File: src/sv/slist_pkg.sv
// ----------------------------------------------------------------------------
// Sorted list engine package
// Shared sizes, command and status codes, and the word broadcast along the
// chain of cells.
// ----------------------------------------------------------------------------
package slist_pkg;

  localparam int Capacity  = 64;
  localparam int DataWidth = 32;
  localparam int IdxW      = $clog2(Capacity);
  localparam int CntW      = $clog2(Capacity + 1);
  localparam int PosW      = 7;
  localparam int SelW      = (IdxW > PosW) ? IdxW : PosW;
  localparam int CmpW      = (CntW > PosW) ? CntW : PosW;
  localparam int GrpSize   = 8;
  localparam int NGrp      = (Capacity + GrpSize - 1) / GrpSize;

  typedef logic [DataWidth-1:0] data_t;

  typedef enum logic [2:0] {
    CMD_INSERT = 3'd0,
    CMD_REMOVE = 3'd1,
    CMD_LOOKUP = 3'd2,
    CMD_KTH    = 3'd3,
    CMD_CLEAR  = 3'd4
  } cmd_t;

  typedef enum logic [1:0] {
    STAT_OK        = 2'd0,
    STAT_FULL      = 2'd1,
    STAT_NOT_FOUND = 2'd2,
    STAT_RANGE     = 2'd3
  } status_t;

  typedef enum logic [2:0] {
    S_IDLE,
    S_CMP,
    S_RED1,
    S_RED2,
    S_APPLY
  } state_t;

  // Control word seen by every cell
  typedef struct packed {
    logic            cmp_en;
    logic            ins_en;
    logic            rem_en;
    data_t           key;
    logic [SelW-1:0] pos_m1;
    logic [CntW-1:0] count;
  } bcast_t;

endpackage

File: src/sv/slist_cell.sv
// ----------------------------------------------------------------------------
// Sorted list cell
// Holds one entry, compares it with the broadcast key and shifts to or from
// its neighbours on insert and remove.
// ----------------------------------------------------------------------------
module slist_cell (
  input  logic                          clk,
  input  slist_pkg::bcast_t             bc,
  input  logic [slist_pkg::IdxW-1:0]    idx,
  input  logic                          left_lt,
  input  slist_pkg::data_t              left_val,
  input  slist_pkg::data_t              right_val,
  output logic                          lt,
  output logic                          eq_hit,
  output slist_pkg::data_t              val,
  output slist_pkg::data_t              rd
);

  localparam int CntW = slist_pkg::CntW;
  localparam int SelW = slist_pkg::SelW;

  logic valid;
  logic sel;

  // Cell holds a live entry when its index lies below the count
  always_comb begin
    valid = CntW'(idx) < bc.count;
    sel   = valid && (SelW'(idx) == bc.pos_m1);
  end

  // Capture compare flags once per command
  always_ff @(posedge clk) begin
    if (bc.cmp_en) begin
      lt     <= valid && (val < bc.key);
      eq_hit <= valid && (val == bc.key);
      rd     <= sel ? val : '0;
    end
  end

  // Shift right on insert, left on remove; entries below the key stay
  always_ff @(posedge clk) begin
    if (bc.ins_en) begin
      if (!lt) begin
        val <= left_lt ? bc.key : left_val;
      end
    end else if (bc.rem_en) begin
      if (!lt) begin
        val <= right_val;
      end
    end
  end

endmodule

File: config.mk
export PLATFORM = sky130hd
export DESIGN_NAME = slist_cell
export DESIGN_NICKNAME = d
export VERILOG_FILES = /design/src/sv/slist_pkg.sv /design/src/sv/slist_cell.sv
export SDC_FILE = /design/constraint.sdc
export NUM_CORES = 1
export LEC_CHECK = 0
export ABC_AREA = 1
export BUFFER_PORTS_ARGS = -buffer_cell sky130_fd_sc_hd__buf_2
export CORE_MARGIN = 8
export CORE_UTILIZATION = 43
export CTS_CLUSTER_DIAMETER = 100
export DETAILED_ROUTE_END_ITERATION = 16
export PLACE_DENSITY = 0.85
export SLEW_MARGIN = 20
export SYNTH_ARGS = -nofsm -noshare
export SYNTH_HDL_FRONTEND = slang
export SYNTH_SLANG_ARGS = --single-unit
File: constraint.sdc
create_clock -name clk -period 2.1 [get_ports clk]
set_input_delay 0.105 -clock clk [delete_from_list [all_inputs] [get_ports clk]]
set_output_delay 0.105 -clock clk [all_outputs]
set_load 0.05 [all_outputs]
==> results.sh, run 1 <==
export IMPL_die_h_um=114
export IMPL_die_w_um=114
export IMPL_synth_area_leaders="edfxtp_1, ha_1, inv_1"
export IMPL_netlist_cell_type_count=23
export IMPL_viasPerCell=4.82
export IMPL_worstPathArrival_ns=1.77
export IMPL_ios=187
export IMPL_clockBufferDepth=2
export IMPL_synthesis_area_um2=4090
export IMPL_setup_violations=0
export IMPL_grt_max_degree=35
export IMPL_wire_per_inst_um=15.5
export IMPL_crit_family="simple AND/OR/NAND/NOR gates"
export IMPL_drt_iter0_drc=285
export IMPL_synth_adder_area_share=0.113
export IMPL_numCtsBuffers=9
export IMPL_async_reset_ff_frac=0
export IMPL_reg2reg_depth=6
export IMPL_critPathBufInv=0
export IMPL_critical_path_max_stage_delay_ns=0.42
export IMPL_post_cts_buffers=0
export IMPL_start_util=0.443
export IMPL_ctsResizeCount=0
export IMPL_min_path_type="in -> reg"
export IMPL_core_region_area_um2=9240
export IMPL_yosys_area_share_simple=0.187
export IMPL_synth_top_area_cell="edfxtp_1"
export IMPL_cts_hold_buf=0
export IMPL_startpoint_type="register"
export IMPL_grt_pass1_vias=4114
export IMPL_grt_overflow=0
export IMPL_fmax_mhz=591
export IMPL_final_nets=814
export IMPL_crit_chain="ha_1, nand2_1, nor2_1, nand4_1, nor2_1, a21oi_1"
export IMPL_num_rows=35
export IMPL_slowest_stage="edfxtp_1"
export IMPL_synth_edf_count=66
export IMPL_routed_wl_um=12300
export IMPL_outcome="finished clean"
export IMPL_hpwl_um=9880
export IMPL_slew_viol_final=0
export IMPL_tns_ns=0
export IMPL_critPathKind="reg -> reg"
export IMPL_muxShareOfSynthArea=0
export IMPL_gp_congestion=0.841
export IMPL_p_per_area_nw_per_um2=675
export IMPL_syn_nets=625
export IMPL_crit_required_ns=2.18
export IMPL_critPathMaxFanout=3
export IMPL_io_buffers=186
export IMPL_die_area_um2=12900
export IMPL_worst_slack_ns=0.408
export IMPL_syn_inst=467
export IMPL_antenna_found_initial=0
export IMPL_synth_area_per_cell_um2=8.76
export IMPL_yosys_area_top_type_share=0.484
export IMPL_whs_path_depth=3
export IMPL_route_detailed_drc=0
export IMPL_crit_cells=6
export IMPL_fin_skew_ns=0.0141
export IMPL_synth_compound_gate_area_share=0.113
export IMPL_worstMarginPinSlew_ns=0.780
export IMPL_synthFlopType="edfxtp_1"
export IMPL_worstSetupEndpointType="register"
export IMPL_post_route_min_period_ns=1.69
export IMPL_drv_cap=0
export IMPL_hold_viol=0
export IMPL_syn_to_final_growth_pct=30.7
export IMPL_cts_htree_levels=3
export IMPL_synth_top_family_by_area="simple AND/OR/NAND/NOR gates"
export IMPL_grt_util_all_layers=0.190
export IMPL_drive_above_1_share=0.364
export IMPL_rsz0062_at_grt="false"
export IMPL_cpMostUsedCell="nor2_1"
export IMPL_grt_pass1_wl_um=19400
export IMPL_clkTransAtPathRegs_ns=0.08
export IMPL_n_fill_cell=821
export IMPL_yosys_warnings=0
export IMPL_insertion_delay_ns=0.33
export IMPL_period_share=0.806
export IMPL_ant_nets=0
export IMPL_p_leak_nw=2.80
export IMPL_cts_tree="done"
export IMPL_ir_drop_mv=0.367
export IMPL_synthXorXnorAreaFrac=0.00214
export IMPL_yosysSeqAreaShare=0.484
export IMPL_relSlewSlack=0.480
export IMPL_dr_pass1_iters=4
export IMPL_n_antenna_cell=0
export IMPL_place_ws_ns=0.384
export IMPL_cts_sinks=66
export IMPL_vias=3803
export IMPL_ys_ff_latch=66
export IMPL_root_buffer="clkbuf_8"
==> cell usage after synthesis (3+ instances only) <==
library cell / number
nor2_2: 29
edfxtp_1: 66
a21oi_1: 13
clkbuf_1: 9
nand4_1: 4
buf_2: 3
ha_1: 37
a21o_1: 3
inv_1: 88
nand2_1: 82
buf_6: 3
nor2_1: 52
o21ai_1: 3
o21ai_0: 62
==> worst register-to-register path: stages (launching register included) <==
cell and delay [ns]:
edfxtp_1 0.42, ha_1 0.32, nand2_1 0.08, nor2_1 0.20, nand4_1 0.13, nor2_1 0.20, a21oi_1 0.09
==> cell type report <==
cell class / count / area [um^2] / share of cell area
Clock buffer: 11 / 131 / 0.0246
Clock inverter: 4 / 43.8 / 0.00819
Inverter: 88 / 330 / 0.0618
Multi-Input combinational cell: 298 / 1700 / 0.319
Sequential cell: 66 / 1980 / 0.371
Tap cell: 129 / 161 / 0.0302
Timing Repair Buffer: 193 / 996 / 0.186
==> layer usage <==
| metal | global-route usage | vias to the layer above | part of all wire |
|---|---|---|---|
| li1 | - | 1889 | - |
| met1 | 0.200 | 1713 | 0.38 |
| met2 | 0.342 | 173 | 0.51 |
| met3 | 0.0444 | 28 | 0.072 |
| met4 | 0.107 | 0 | 0.033 |
| met5 | 0 | - | 0 |
==> where the power goes <==
| group | switching [W] | leakage (nW) | internal, W |
|---|---|---|---|
| sequential | 0.0000626 | 0.663 | 0.00157 |
| combinational | 0.000687 | 2.04 | 0.000297 |
| clock | 0.000463 | 0.0906 | 0.000536 |
==> state kept, by name, summed over array words and instances (netlist names) <==
| register | flops |
|---|---|
| rd | 32 |
| val | 32 |
| eq_hit | 1 |
| lt | 1 |
==> path summary, 6_finish.rpt <==
kind	endpoint	slack, ns	startpoint
worst max-delay path	lt$_DFFE_PP_	0.41	val[23]$_DFFE_PP_
worst min-delay path	val[9]$_DFFE_PP_	0.05	right_val[9]
worst max register to register	lt$_DFFE_PP_	0.41	val[23]$_DFFE_PP_
worst min register to register	rd[5]$_SDFFCE_PN0P_	0.62	val[5]$_DFFE_PP_
==> kinds of logic after synthesis <==
family	Yosys count
xor+xnor	1
simple gates	173
flops	66
compound gates	87
buf+inv	103
fa+ha+maj	37
==> stage by stage <==
stage | util | std cells | power, W | hold slack, ns | instance area, um^2
6_report | 0.579 | 789 | 0.00361 | 0.0536 | 5350
5_1_grt | 0.579 | 789 | 0.00381 | 0.0491 | 5350
4_1_cts | 0.579 | 789 | 0.00364 | 0.0347 | 5350
3_5_place_dp | 0.560 | 774 | 0.00264 | 0.390 | 5170
3_3_place_gp | 0.560 | 774 | 0.00261 | 0.382 | 5170
2_1_floorplan | - | 467 | 0.00229 | 0.217 | 4090
==> cell usage in the layout (no fill, tap or decap), drive strengths merged, types with 2 or more instances in the layout <==
master / synthesis / layout
buf: 6 / 193
inv: 88 / 88
nor2: 83 / 83
nand2: 82 / 82
edfxtp: 66 / 66
o21ai: 65 / 65
ha: 37 / 37
a21oi: 15 / 15
clkbuf: 9 / 11
nand4: 4 / 4
a21o: 3 / 3
nand3: 3 / 3
clkinv: 0 / 3
o22ai: 2 / 2
Note: power is estimated with default switching activity, not from simulation.
==> run 2, diff against run 1 <==
- CORE_UTILIZATION: 43 -> 48
- PLACE_DENSITY: 0.85 -> 0.9
- clock period: 2.1 -> 1.7 ns (I/O delays scaled with it)
==> run 2 against run 1 <==
  * Power grew 29%
  * Register-to-register slack got worse by 0.30 ns
  * Sequential share of layout area fell by 0.45 points
  * Hold slack worse by 0.038 ns
  * Clock skew is 0.0035 ns lower
  * Final cell count shrank 2.3%
  * Design area is 1.2% higher
  * Clock power is 41% higher
  * Non-clock buffer count is 5 higher
  * Critical path type unchanged
  * Largest power group unchanged
==> results.sh, run 2 (synthesis gave the netlist of run 1 again) <==
export IMPL_ios=187
export IMPL_cpMostUsedCell="nand2_1"
export IMPL_drt_iter0_drc=184
export IMPL_seq_area_um2=1980
export IMPL_antenna_found_initial=0
export IMPL_route_detailed_drc=0
export IMPL_fin_skew_ns=0.0106
export IMPL_crit_chain="ha_1, nand2_1, nor2_1, nand4_1, inv_1, nand2_1, nand2_1, a21oi_1"
export IMPL_worstMarginPinSlew_ns=0.480
export IMPL_post_route_min_period_ns=1.59
export IMPL_critPathKind="reg -> reg"
export IMPL_p_per_area_nw_per_um2=860
export IMPL_routed_wl_um=12200
export IMPL_grt_pass1_vias=4163
export IMPL_hpwl_um=10100
export IMPL_final_nets=819
export IMPL_grt_max_degree=23
export IMPL_ctsResizeCount=0
export IMPL_relSlewSlack=0.680
export IMPL_viasPerCell=5.02
export IMPL_dpl_cell_count=754
export IMPL_wire_per_inst_um=15.9
export IMPL_slew_viol_final=0
export IMPL_start_util=0.495
export IMPL_hold_viol=0
export IMPL_rsz0062_at_grt="false"
export IMPL_ant_nets=0
export IMPL_numCtsBuffers=9
export IMPL_final_common_cell="buf_2"
export IMPL_die_area_um2=11700
export IMPL_die_h_um=108
export IMPL_outcome="finished clean"
export IMPL_core_region_area_um2=8260
export IMPL_post_cts_buffers=0
export IMPL_multiInputGateArea_um2=1700
export IMPL_clockBufferDepth=2
export IMPL_vias=3870
export IMPL_power_total_w=0.00465
export IMPL_num_rows=33
export IMPL_largest_registers="rd: 32 flops, val: 32 flops"
export IMPL_critical_path_max_stage_delay_ns=0.42
export IMPL_n_antenna_cell=0
export IMPL_min_path_type="in -> reg"
export IMPL_cp_startpoint="val[31]$_DFFE_PP_"
export IMPL_critPathMaxFanout=3
export IMPL_startpoint_type="register"
export IMPL_cts_hold_buf=0
export IMPL_insertion_delay_ns=0.34
export IMPL_syn_to_final_growth_pct=32.3
export IMPL_cts_htree_levels=3
export IMPL_worstSetupEndpointType="register"
export IMPL_setup_violations=0
export IMPL_crit_required_ns=1.79
export IMPL_r2r_start="val[31]$_DFFE_PP_"
export IMPL_slowest_stage="edfxtp_1"
export IMPL_worstPathArrival_ns=1.68
export IMPL_ir_drop_mv=0.549
export IMPL_drv_cap=0
export IMPL_clkTransAtPathRegs_ns=0.08
export IMPL_grt_overflow=0
export IMPL_tns_ns=0
export IMPL_dr_pass1_iters=4
export IMPL_cts_tree="done"
export IMPL_drive_above_1_share=0.369
export IMPL_grt_util_all_layers=0.207
export IMPL_p_leak_nw=2.84
export IMPL_final_cells=771
export IMPL_die_w_um=108
export IMPL_n_fill_cell=728
export IMPL_grt_pass1_wl_um=19100
export IMPL_gp_congestion=0.859
export IMPL_hold_slack_ns=0.0157
export IMPL_root_buffer="clkbuf_8"
export IMPL_io_buffers=186
export IMPL_cts_sinks=66
export IMPL_worstHoldStart="right_val[20]"
export IMPL_fmax_mhz=630
export IMPL_period_share=0.934
export IMPL_layout_common_cells="buf_2, inv_1, nand2_1"
[run 2: cell types whose count changed in the layout (fill, tap and decap cells not counted)]
cell | before | now
buf_12 | 1 | 3
buf_4 | 6 | 9
bufinv_16 | 1 | 2
clkbuf_1 | 2 | 0
clkinv_1 | 1 | 3
clkinv_2 | 2 | 1
clkinvlp_4 | 0 | 1
[run 2: final timing paths]
check | endpoint | slack [ns] | depth (start not counted)
setup / recovery | lt$_DFFE_PP_ | 0.11 | 8
hold / removal | val[20]$_DFFE_PP_ | 0.02 | 3
setup reg to reg | lt$_DFFE_PP_ | 0.11 | 8
hold reg to reg | rd[0]$_SDFFCE_PN0P_ | 0.61 | 2
[run 2: routing by layer]
metal / vias up / routed length (um) / track usage / part of all wire
met5: - / 0 / 0 / 0
met4: 0 / 562 / 0.127 / 0.046
met3: 46 / 945 / 0.0535 / 0.077
met2: 174 / 6400 / 0.371 / 0.52
met1: 1748 / 4330 / 0.211 / 0.35
li1: 1902 / - / - / -
[run 2: per-stage QoR]
step | instance area (um^2) | setup WS (ns) | utilization
floorplan | 4100 | -0.0191 | -
CTS | 5410 | 0.0722 | 0.655
global placement | 5200 | 0.206 | 0.630
detailed placement | 5200 | 0.0887 | 0.630
finish | 5410 | 0.112 | 0.656
global route | 5410 | 0.0131 | 0.656
[run 2: layout make-up]
class                      instances  area share
clock inverter                     7      0.0155
sequential                        66       0.366
multi-input combinational        298       0.315
clock buffer                       9      0.0229
tap                              105      0.0243
timing repair buffer             198       0.196
inverter                          88      0.0610
[run 2: worst max-delay path: cells and delay by family (launching register included)]
kind | cells | cell delay [ns]
simple gates | 5 | 0.47
buf+inv | 1 | 0.07
compound gates | 1 | 0.04
fa+ha+maj | 1 | 0.33
flops | 1 | 0.42
[run 2: report_power, final]
part | switching (W) | leakage (nW) | internal [W]
Sequential | 0.0000690 | 0.663 | 0.00193
Combinational | 0.000857 | 2.08 | 0.000380
Clock | 0.000606 | 0.102 | 0.000808
==> run 3, diff against run 2 <==
- GPL_TIMING_DRIVEN: unset -> 0
==> run 3 against run 2 <==
  * Worst setup slack lost 0.0013 ns
  * Wire length increased by 5.1%
  * Non-clock buffer count rose by 4
  * Utilization shrank 0.74 points
  * Design area decreased by 1.1%
  * First-iteration DRC count shrank 20%
  * Global-route usage increased by 0.40 points
  * Largest cell class unchanged
  * Largest power group unchanged
  * Highest routed layer unchanged
==> results.sh, run 3 (synthesis gave the netlist of run 1 again) <==
export IMPL_antenna_found_initial=0
export IMPL_layout_common_cells="buf_2, inv_1, nand2_1"
export IMPL_hold_slack_ns=0.0231
export IMPL_fin_skew_ns=0.0121
export IMPL_gp_congestion=0.901
export IMPL_final_cells=775
export IMPL_hpwl_um=10000
export IMPL_grt_util_all_layers=0.211
export IMPL_grt_overflow=0
export IMPL_slew_viol_final=0
export IMPL_cts_sinks=66
export IMPL_grt_pass1_wl_um=19700
export IMPL_start_util=0.495
export IMPL_swShare=0.355
export IMPL_die_area_um2=11700
export IMPL_final_nets=824
export IMPL_ir_drop_mv=0.398
export IMPL_p_sw_w=0.00155
export IMPL_relSlewSlack=0.427
export IMPL_hold_viol=0
export IMPL_n_antenna_cell=0
export IMPL_worstSetupEndpointType="register"
export IMPL_setup_violations=0
export IMPL_largest_registers="rd: 32 flops, val: 32 flops"
export IMPL_power_frac_clock=0.253
export IMPL_crit_required_ns=1.79
export IMPL_grt_pass1_vias=4318
export IMPL_ant_nets=0
export IMPL_worstPathArrival_ns=1.68
export IMPL_io_buffers=186
export IMPL_root_buffer="clkbuf_8"
export IMPL_ios=187
export IMPL_internal_power_w=0.00281
export IMPL_routed_wl_um=12800
export IMPL_tns_ns=0
export IMPL_min_path_type="in -> reg"
export IMPL_p_leak_nw=2.80
export IMPL_critPathKind="reg -> reg"
export IMPL_insertion_delay_ns=0.34
export IMPL_post_route_min_period_ns=1.59
export IMPL_outcome="finished clean"
export IMPL_period_share=0.935
export IMPL_fmax_mhz=629
export IMPL_dpl_cell_count=758
export IMPL_num_rows=33
export IMPL_dr_pass1_iters=5
export IMPL_startpoint_type="register"
export IMPL_route_detailed_drc=0
export IMPL_syn_to_final_growth_pct=30.8
export IMPL_drive_above_1_share=0.367
export IMPL_seqPwrFrac=0.462
export IMPL_drt_iter0_drc=148
export IMPL_clockBufferDepth=2
export IMPL_wire_per_inst_um=16.6
export IMPL_die_h_um=108
export IMPL_vias=3923
export IMPL_clkTransAtPathRegs_ns=0.07
export IMPL_core_region_area_um2=8260
export IMPL_worst_slack_ns=0.111
export IMPL_place_ws_ns=-0.284
export IMPL_worstMarginPinSlew_ns=0.860
export IMPL_p_per_area_nw_per_um2=814
export IMPL_cts_htree_levels=3
export IMPL_cts_tree="done"
export IMPL_drv_cap=0
export IMPL_viasPerCell=5.06
export IMPL_die_w_um=108
export IMPL_final_common_cell="buf_2"
export IMPL_combPwrFrac=0.285
export IMPL_critPathMaxFanout=2
export IMPL_numCtsBuffers=9
export IMPL_grt_max_degree=35
==> run 3: critical path, cell delays in order (launching register included) <==
cell and delay, ns:
edfxtp_1 0.44, ha_4 0.30, nand2_1 0.08, nor2_2 0.14, nand4_1 0.16, inv_1 0.08
nand2_1 0.05, nand2_1 0.06, a21oi_1 0.03
==> run 3: repair_timing <==
action	CTS	global route
setup buffers	0	1
setup endpoints to repair	0	34
gates resized for setup	0	6
hold endpoints to repair	0	0
hold buffers	0	0
==> run 3: final cells by class <==
class                   instances  area (um^2)
clock buffers                  10          128
repair buffers                187          938
well taps                     105          131
fillers                       709         2910
clock inverters                 5         22.5
plain buffers                  15         82.6
inverters                      88          330
flip-flops and latches         66         1980
multi-input cells             299         1740
==> run 3: per-layer routing <==
| layer | vias up | part of all wire | GRT usage |
|---|---|---|---|
| met4 | 0 | 0.024 | 0.0948 |
| met5 | - | 0 | 0 |
| li1 | 1914 | - | - |
| met2 | 161 | 0.54 | 0.394 |
| met1 | 1826 | 0.37 | 0.224 |
| met3 | 22 | 0.066 | 0.0416 |
==> run 3: worst paths after layout <==
| kind | startpoint | to | slack [ns] | depth (start not counted) |
|---|---|---|---|---|
| worst max-delay path | val[31]$_DFFE_PP_ | lt$_DFFE_PP_ | 0.11 | 8 |
| worst min-delay path | right_val[18] | val[18]$_DFFE_PP_ | 0.02 | 3 |
| worst max register to register | val[31]$_DFFE_PP_ | lt$_DFFE_PP_ | 0.11 | 8 |
| worst min register to register | val[0]$_DFFE_PP_ | rd[0]$_SDFFCE_PN0P_ | 0.60 | 2 |
==> run 3: stage by stage <==
stage	util	total power, W	instance area (um^2)
6_report	0.648	0.00436	5350
5_1_grt	0.648	0.00456	5350
4_1_cts	0.643	0.00435	5310
3_5_place_dp	0.625	0.00327	5160
3_3_place_gp	0.625	0.00321	5160
2_1_floorplan	-	0.00283	4100
==> run 3: power by group through the flow <==
stage / Sequential (W) / Combinational, W / Clock [W]
3_3_place_gp: 0.00204 / 0.00117 / 0
2_1_floorplan: 0.00242 / 0.000418 / 0
5_1_grt: 0.00203 / 0.00135 / 0.00118
6_report: 0.00201 / 0.00124 / 0.00110
4_1_cts: 0.00201 / 0.00123 / 0.00111
3_5_place_dp: 0.00205 / 0.00122 / 0
